==> src/rtl/wdtkl_pkg.sv <==
`timescale 1ns / 1ps

package wdtkl_pkg;

  localparam int unsigned CountWidthDef = 32;

  localparam int unsigned DataWidth = 32;
  localparam int unsigned OffWidth  = 12;
  localparam int unsigned OpWidth   = 2;

  // item opcodes
  localparam logic [OpWidth-1:0] OP_READ  = 2'd0;
  localparam logic [OpWidth-1:0] OP_WRITE = 2'd1;
  localparam logic [OpWidth-1:0] OP_TICK  = 2'd2;

  // register window byte offsets
  localparam logic [OffWidth-1:0] OFF_CTRL   = 12'h000;
  localparam logic [OffWidth-1:0] OFF_LOAD   = 12'h004;
  localparam logic [OffWidth-1:0] OFF_COUNT  = 12'h008;
  localparam logic [OffWidth-1:0] OFF_STATUS = 12'h00C;
  localparam logic [OffWidth-1:0] OFF_KEY    = 12'h010;

  // control bit positions
  localparam int unsigned CtlEn    = 0;
  localparam int unsigned CtlIntEn = 1;
  localparam int unsigned CtlRstEn = 2;
  localparam int unsigned CtlLock  = 3;

  localparam logic [DataWidth-1:0] KEY_FEED = 32'h5A5A_5A5A;
  localparam logic [DataWidth-1:0] KEY_LOCK = 32'h1ACC_E551;

  localparam logic [DataWidth-1:0] LoadReset = 32'h0000_FFFF;

  typedef struct packed {
    logic [OpWidth-1:0]   opcode;
    logic [OffWidth-1:0]  offset;
    logic [DataWidth-1:0] write_data;
  } wdtkl_in_t;

  typedef struct packed {
    logic [DataWidth-1:0] read_data;
    logic                 irq_level;
    logic                 reset_request;
    logic                 bad_offset;
  } wdtkl_out_t;

endpackage

==> src/rtl/watchdog_timer_with_key_lock_core.sv <==
`timescale 1ns / 1ps

// channel  direction  handshake               payload
// in       input      in_valid_i / in_stall_o   in_data_i  (opcode, offset, write_data)
// out      output     out_valid_o / out_stall_i out_data_o (read_data, irq_level,
//                                                reset_request, bad_offset)
//
// one beat per cycle on each side while not stalled; a result appears in the cycle after its input beat
// registers and count update at the input beat, the result sits in one output register
// in_stall_o follows out_stall_i only while the output register holds a result
// reset clears control, status and arming; load and count come up at 0xFFFF

module watchdog_timer_with_key_lock_core
  import wdtkl_pkg::*;
#(
  parameter int unsigned CountWidth = CountWidthDef
) (
  input  logic       clk_i,
  input  logic       rst_ni,
  input  logic       in_valid_i,
  output logic       in_stall_o,
  input  wdtkl_in_t  in_data_i,
  output logic       out_valid_o,
  input  logic       out_stall_i,
  output wdtkl_out_t out_data_o
);

  logic [3:0]            ctrl_q, ctrl_d;
  logic [DataWidth-1:0]  load_q, load_d;
  logic [CountWidth-1:0] cnt_q, cnt_d;
  logic                  tmo_q, tmo_d;
  logic                  armed_q, armed_d;
  logic                  out_valid_q, out_valid_d;
  wdtkl_out_t            out_q, out_d;

  logic                  accept;
  logic                  off_ok;
  logic [CountWidth-1:0] reload_cnt;
  logic [63:0]           cnt_wide;
  logic [DataWidth-1:0]  wd;

  assign in_stall_o = out_valid_q & out_stall_i;
  assign accept     = in_valid_i & ~in_stall_o;
  assign wd         = in_data_i.write_data;
  assign reload_cnt = CountWidth'(load_q);
  assign cnt_wide   = 64'(cnt_q);

  always_comb begin
    off_ok = (in_data_i.offset == OFF_CTRL)   || (in_data_i.offset == OFF_LOAD) ||
             (in_data_i.offset == OFF_COUNT)  || (in_data_i.offset == OFF_STATUS) ||
             (in_data_i.offset == OFF_KEY);
  end

  always_comb begin
    ctrl_d  = ctrl_q;
    load_d  = load_q;
    cnt_d   = cnt_q;
    tmo_d   = tmo_q;
    armed_d = armed_q;
    out_d   = '0;

    case (in_data_i.opcode)
      OP_READ: begin
        out_d.bad_offset = ~off_ok;
        case (in_data_i.offset)
          OFF_CTRL:   out_d.read_data = {{(DataWidth-4){1'b0}}, ctrl_q};
          OFF_LOAD:   out_d.read_data = load_q;
          OFF_COUNT:  out_d.read_data = cnt_wide[DataWidth-1:0];
          OFF_STATUS: out_d.read_data = {{(DataWidth-1){1'b0}}, tmo_q};
          default:    out_d.read_data = '0;
        endcase
      end
      OP_WRITE: begin
        out_d.bad_offset = ~off_ok;
        case (in_data_i.offset)
          OFF_CTRL: begin
            if (!ctrl_q[CtlLock]) begin
              ctrl_d = {1'b0, wd[CtlRstEn:CtlEn]};
              if (!ctrl_q[CtlEn] && wd[CtlEn]) begin
                cnt_d   = reload_cnt;
                armed_d = 1'b1;
              end else if (ctrl_q[CtlEn] && !wd[CtlEn]) begin
                armed_d = 1'b0;
              end
            end
          end
          OFF_LOAD: load_d = wd;
          OFF_STATUS: begin
            if (wd[0]) tmo_d = 1'b0;
          end
          OFF_KEY: begin
            if (wd == KEY_FEED) begin
              cnt_d = reload_cnt;
              tmo_d = 1'b0;
              if (ctrl_q[CtlEn]) armed_d = 1'b1;
            end else if (wd == KEY_LOCK) begin
              ctrl_d[CtlLock] = 1'b1;
            end
          end
          default: ;
        endcase
      end
      OP_TICK: begin
        if (armed_q) begin
          // count of one or zero expires on this tick
          if (cnt_q[CountWidth-1:1] == '0) begin
            cnt_d               = '0;
            tmo_d               = 1'b1;
            armed_d             = 1'b0;
            out_d.reset_request = ctrl_q[CtlRstEn];
          end else begin
            cnt_d = cnt_q - CountWidth'(1);
          end
        end
      end
      default: ;
    endcase

    out_d.irq_level = tmo_d & ctrl_d[CtlIntEn];
  end

  assign out_valid_d = accept | in_stall_o;

  always_ff @(posedge clk_i or negedge rst_ni) begin
    if (!rst_ni) begin
      ctrl_q      <= '0;
      load_q      <= LoadReset;
      cnt_q       <= CountWidth'(LoadReset);
      tmo_q       <= 1'b0;
      armed_q     <= 1'b0;
      out_valid_q <= 1'b0;
    end else begin
      out_valid_q <= out_valid_d;
      if (accept) begin
        ctrl_q  <= ctrl_d;
        load_q  <= load_d;
        cnt_q   <= cnt_d;
        tmo_q   <= tmo_d;
        armed_q <= armed_d;
      end
    end
  end

  always_ff @(posedge clk_i) begin
    if (accept) begin
      out_q <= out_d;
    end
  end

  assign out_valid_o = out_valid_q;
  assign out_data_o  = out_q;

endmodule

==> config.mk <==
export PLATFORM = sky130hd
export DESIGN_NAME = watchdog_timer_with_key_lock_core
export DESIGN_NICKNAME = d
export VERILOG_FILES = /design/src/rtl/wdtkl_pkg.sv /design/src/rtl/watchdog_timer_with_key_lock_core.sv
export SDC_FILE = /design/constraint.sdc
export NUM_CORES = 1
export LEC_CHECK = 0
export BUFFER_PORTS_ARGS = -buffer_cell sky130_fd_sc_hd__buf_2
export CAP_MARGIN = 30
export CORE_MARGIN = 3
export CORE_UTILIZATION = 57
export DETAILED_ROUTE_END_ITERATION = 12
export PLACE_DENSITY = 0.81
export SLEW_MARGIN = 20
export SYNTH_ARGS = -nofsm -noshare
export SYNTH_HDL_FRONTEND = slang
export SYNTH_SLANG_ARGS = --single-unit
==> constraint.sdc <==
create_clock -name clk_i -period 3.1 [get_ports clk_i]
set_clock_uncertainty 0.05 [all_clocks]
set_input_delay 0.775 -clock clk_i [delete_from_list [all_inputs] [get_ports clk_i]]
set_output_delay 0.775 -clock clk_i [all_outputs]
set_load 0.03 [all_outputs]
==> results.json <==
{
  "power.density_nw_per_um2": 486,
  "grt_pass1_vias": 4869,
  "layout_common_cells": "buf_2 (86), nor2_1 (53), inv_1 (41)",
  "io_pins": 87,
  "drc": 0,
  "htreeDepth": 3,
  "dpl_worst_slack_ns": -0.0575,
  "ir_worst_vdd_uv": 292,
  "vias_per_cell": 6.40,
  "ys.flop_type": "dfrtp_1",
  "relSlewSlack": 0.519,
  "start_kind": "flop",
  "drtIter0Drc": 376,
  "grt_pass1_wl_um": 25400,
  "clkLatencyLatePin_ns": 0.37,
  "num_vias": 4987,
  "max-clock-path-buffers": 2,
  "cts_tree": "yes",
  "drive_gt1_frac": 0.320,
  "r2r_start": "cnt_q[12]$_DFFE_PN1P_",
  "grt_max_degree": 44,
  "cp-end-kind": "flop",
  "wl_um": 15600,
  "route.detailed.wl_per_inst_um": 20.0,
  "clock.fmax_mhz": 349,
  "core_area_um2": 9460,
  "yosys.area.top_type": "edfxtp_1",
  "p_total_mw": 3.20,
  "post-cts-setup-buffer-count": 0,
  "post_cts_resized": 0,
  "cp_slowest_cell": "or4_1",
  "ys_seq_elements": 106,
  "ys_seq_area_frac": 0.505,
  "drv_slew": 0,
  "cap_viol_max_count": 0,
  "diodes": 0,
  "grt_overflow_total": 0,
  "fin_crit_ns": 2.87,
  "required_ns": 3.33,
  "syn_area_per_cell_um2": 10.2,
  "min_path_type": "in -> async",
  "slowest_delay_ns": 0.55,
  "cp_max_fo": 25,
  "cpMostUsedCell": "buf_4",
  "dieHeight_um": 106,
  "reg2reg_depth": 8,
  "drt_first_pass_iters": 5,
  "ys_types": 58,
  "tightest_slew_ns": 0.721,
  "status": "completed",
  "hold_violations": 0,
  "setup_viol": 0,
  "start_util": 0.601,
  "post-dp-hpwl_um": 11300,
  "fin_ws_ns": 0.231,
  "holdWs_ns": 0.401,
  "cts_buffers": 9,
  "gr-usage-all-layers": 0.287,
  "clkTransAtPathRegs_ns": 0.10,
  "synth_top_area_share": 0.185,
  "clock-sinks": 106,
  "ant_nets": 0,
  "die-area_um2": 11200,
  "rrSetupSlack_ns": 0.23,
  "synth.area.top_cells": "edfxtp_1 (18%), dfrtp_1 (17%), dfstp_2 (15%)",
  "worstSetupPathType": "reg -> reg",
  "syn_area_um2": 5680,
  "yosys_warnings": 0,
  "hold_buffers": 0,
  "num-fill-cells": 756,
  "arrival_ns": 3.10,
  "worstReg2RegEnd": "cnt_q[2]$_DFFE_PN1P_",
  "gp_congestion": 0.898,
  "rsz0062_at_grt": "false",
  "cts_root_buf": "clkbuf_8",
  "synth_edf_count": 35,
  "synth_cells": 555,
  "fin_nets": 699,
  "final_common_cell": "buf_2",
  "synthArstFlopShare": 0.670,
  "crit_path_cell_trace": "or4_1, or3_1, buf_4, nor3_2, a21oi_2, buf_4, a211oi_1, o22ai_1",
  "port_buffers": 86,
  "dieWidth_um": 106,
  "period_share": 0.925,
  "power.leakage_nw": 2.59,
  "area.growth.synth_to_final_pct": 15.9,
  "syn_nets": 609,
  "rows": 35,
  "antenna_found_initial": 0
}
[synth_stat cells, drive strengths merged (3+ instances only)]
cell and instances:
nor4bb 6, ha 4, a22oi 36, edfxtp 35, and2 3, nor3b 3
nor3 14, nor2 53, and3 5, o21ai 14, nand3 9, a41oi 4
nand2b 4, o22ai 25, clkbuf 23, or4 6, a31oi 9, o31ai 4
o41ai 3, nand4 6, nand2 26, buf 16, mux2i 7, or3 6
a21oi 14, dfstp 32, nor4 13, inv 41, o32a 3, a32oi 6
a211oi 25, mux2 31, dfrtp 39, nor2b 10
[worst max-delay path by stage]
stage	cells after the start	endpoint	from
floorplan	7	load_q[29]$_DFFE_PN0P_	in_data_i[32]
global placement	10	cnt_q[31]$_DFFE_PN0P_	in_data_i[45]
detailed placement	10	cnt_q[31]$_DFFE_PN0P_	in_data_i[45]
CTS	8	cnt_q[31]$_DFFE_PN0P_	cnt_q[12]$_DFFE_PN1P_
global route	8	cnt_q[31]$_DFFE_PN0P_	cnt_q[12]$_DFFE_PN1P_
finish	8	cnt_q[2]$_DFFE_PN1P_	cnt_q[12]$_DFFE_PN1P_
[per-stage QoR]
| stage | std cells | cell area [µm²] | util | TNS, ns |
|---|---|---|---|---|
| 2_1_floorplan | 555 | 5680 | - | 0 |
| 3_3_place_gp | 763 | 6400 | 0.677 | 0 |
| 3_5_place_dp | 763 | 6400 | 0.677 | -0.452 |
| 4_1_cts | 779 | 6590 | 0.697 | 0 |
| 5_1_grt | 779 | 6590 | 0.697 | 0 |
| 6_report | 779 | 6590 | 0.697 | 0 |
[state kept, by name, summed over array words and instances, names as in the netlist]
name	flops
armed_q	1
cnt_q	32
out_valid_o	1
out_data_o	35
load_q	32
ctrl_q	4
tmo_q	1
[layer usage]
metal,track usage,vias up,wire length [µm]
li1,-,2275,-
met1,0.406,2416,6550
met2,0.448,263,7370
met3,0.0496,33,1260
met4,0.0999,0,406
met5,0,-,0
[cell families after synthesis]
family          count (synthesis)  share of synthesized area
mux                            39                     0.0777
buf+inv                        80                     0.0561
simple gates                  174                      0.164
fa+ha+maj                       4                    0.00881
flops                         106                      0.505
compound gates                151                      0.187
xor+xnor                        1                    0.00154
[power breakdown]
part	total (mW)	internal (mW)	leakage (nW)	switching, mW
clock network	0.817	0.325	0.0941	0.492
registers	1.71	1.59	1.18	0.113
logic	0.676	0.232	1.31	0.444
total	3.20	2.15	2.59	1.05
[area by class of cell]
class                           count  area [µm²]  area share
Inverter                           41         154      0.0234
Timing Repair Buffer              118         721       0.109
Tap cell                          129         161      0.0245
Clock buffer                       10         138      0.0209
Sequential cell                   106        2870       0.435
Multi-Input combinational cell    369        2500       0.379
Clock inverter                      6        47.5     0.00722
[worst max-delay path, delay by kind of cell, from the launching register on]
family / cells / cell delay (ns)
DFF: 1 / 0.40
AOI/OAI and AO/OA: 3 / 0.65
buffers and inverters: 2 / 0.47
and+or+nand+nor: 3 / 1.19
Power figures use the tool's default switching activity.
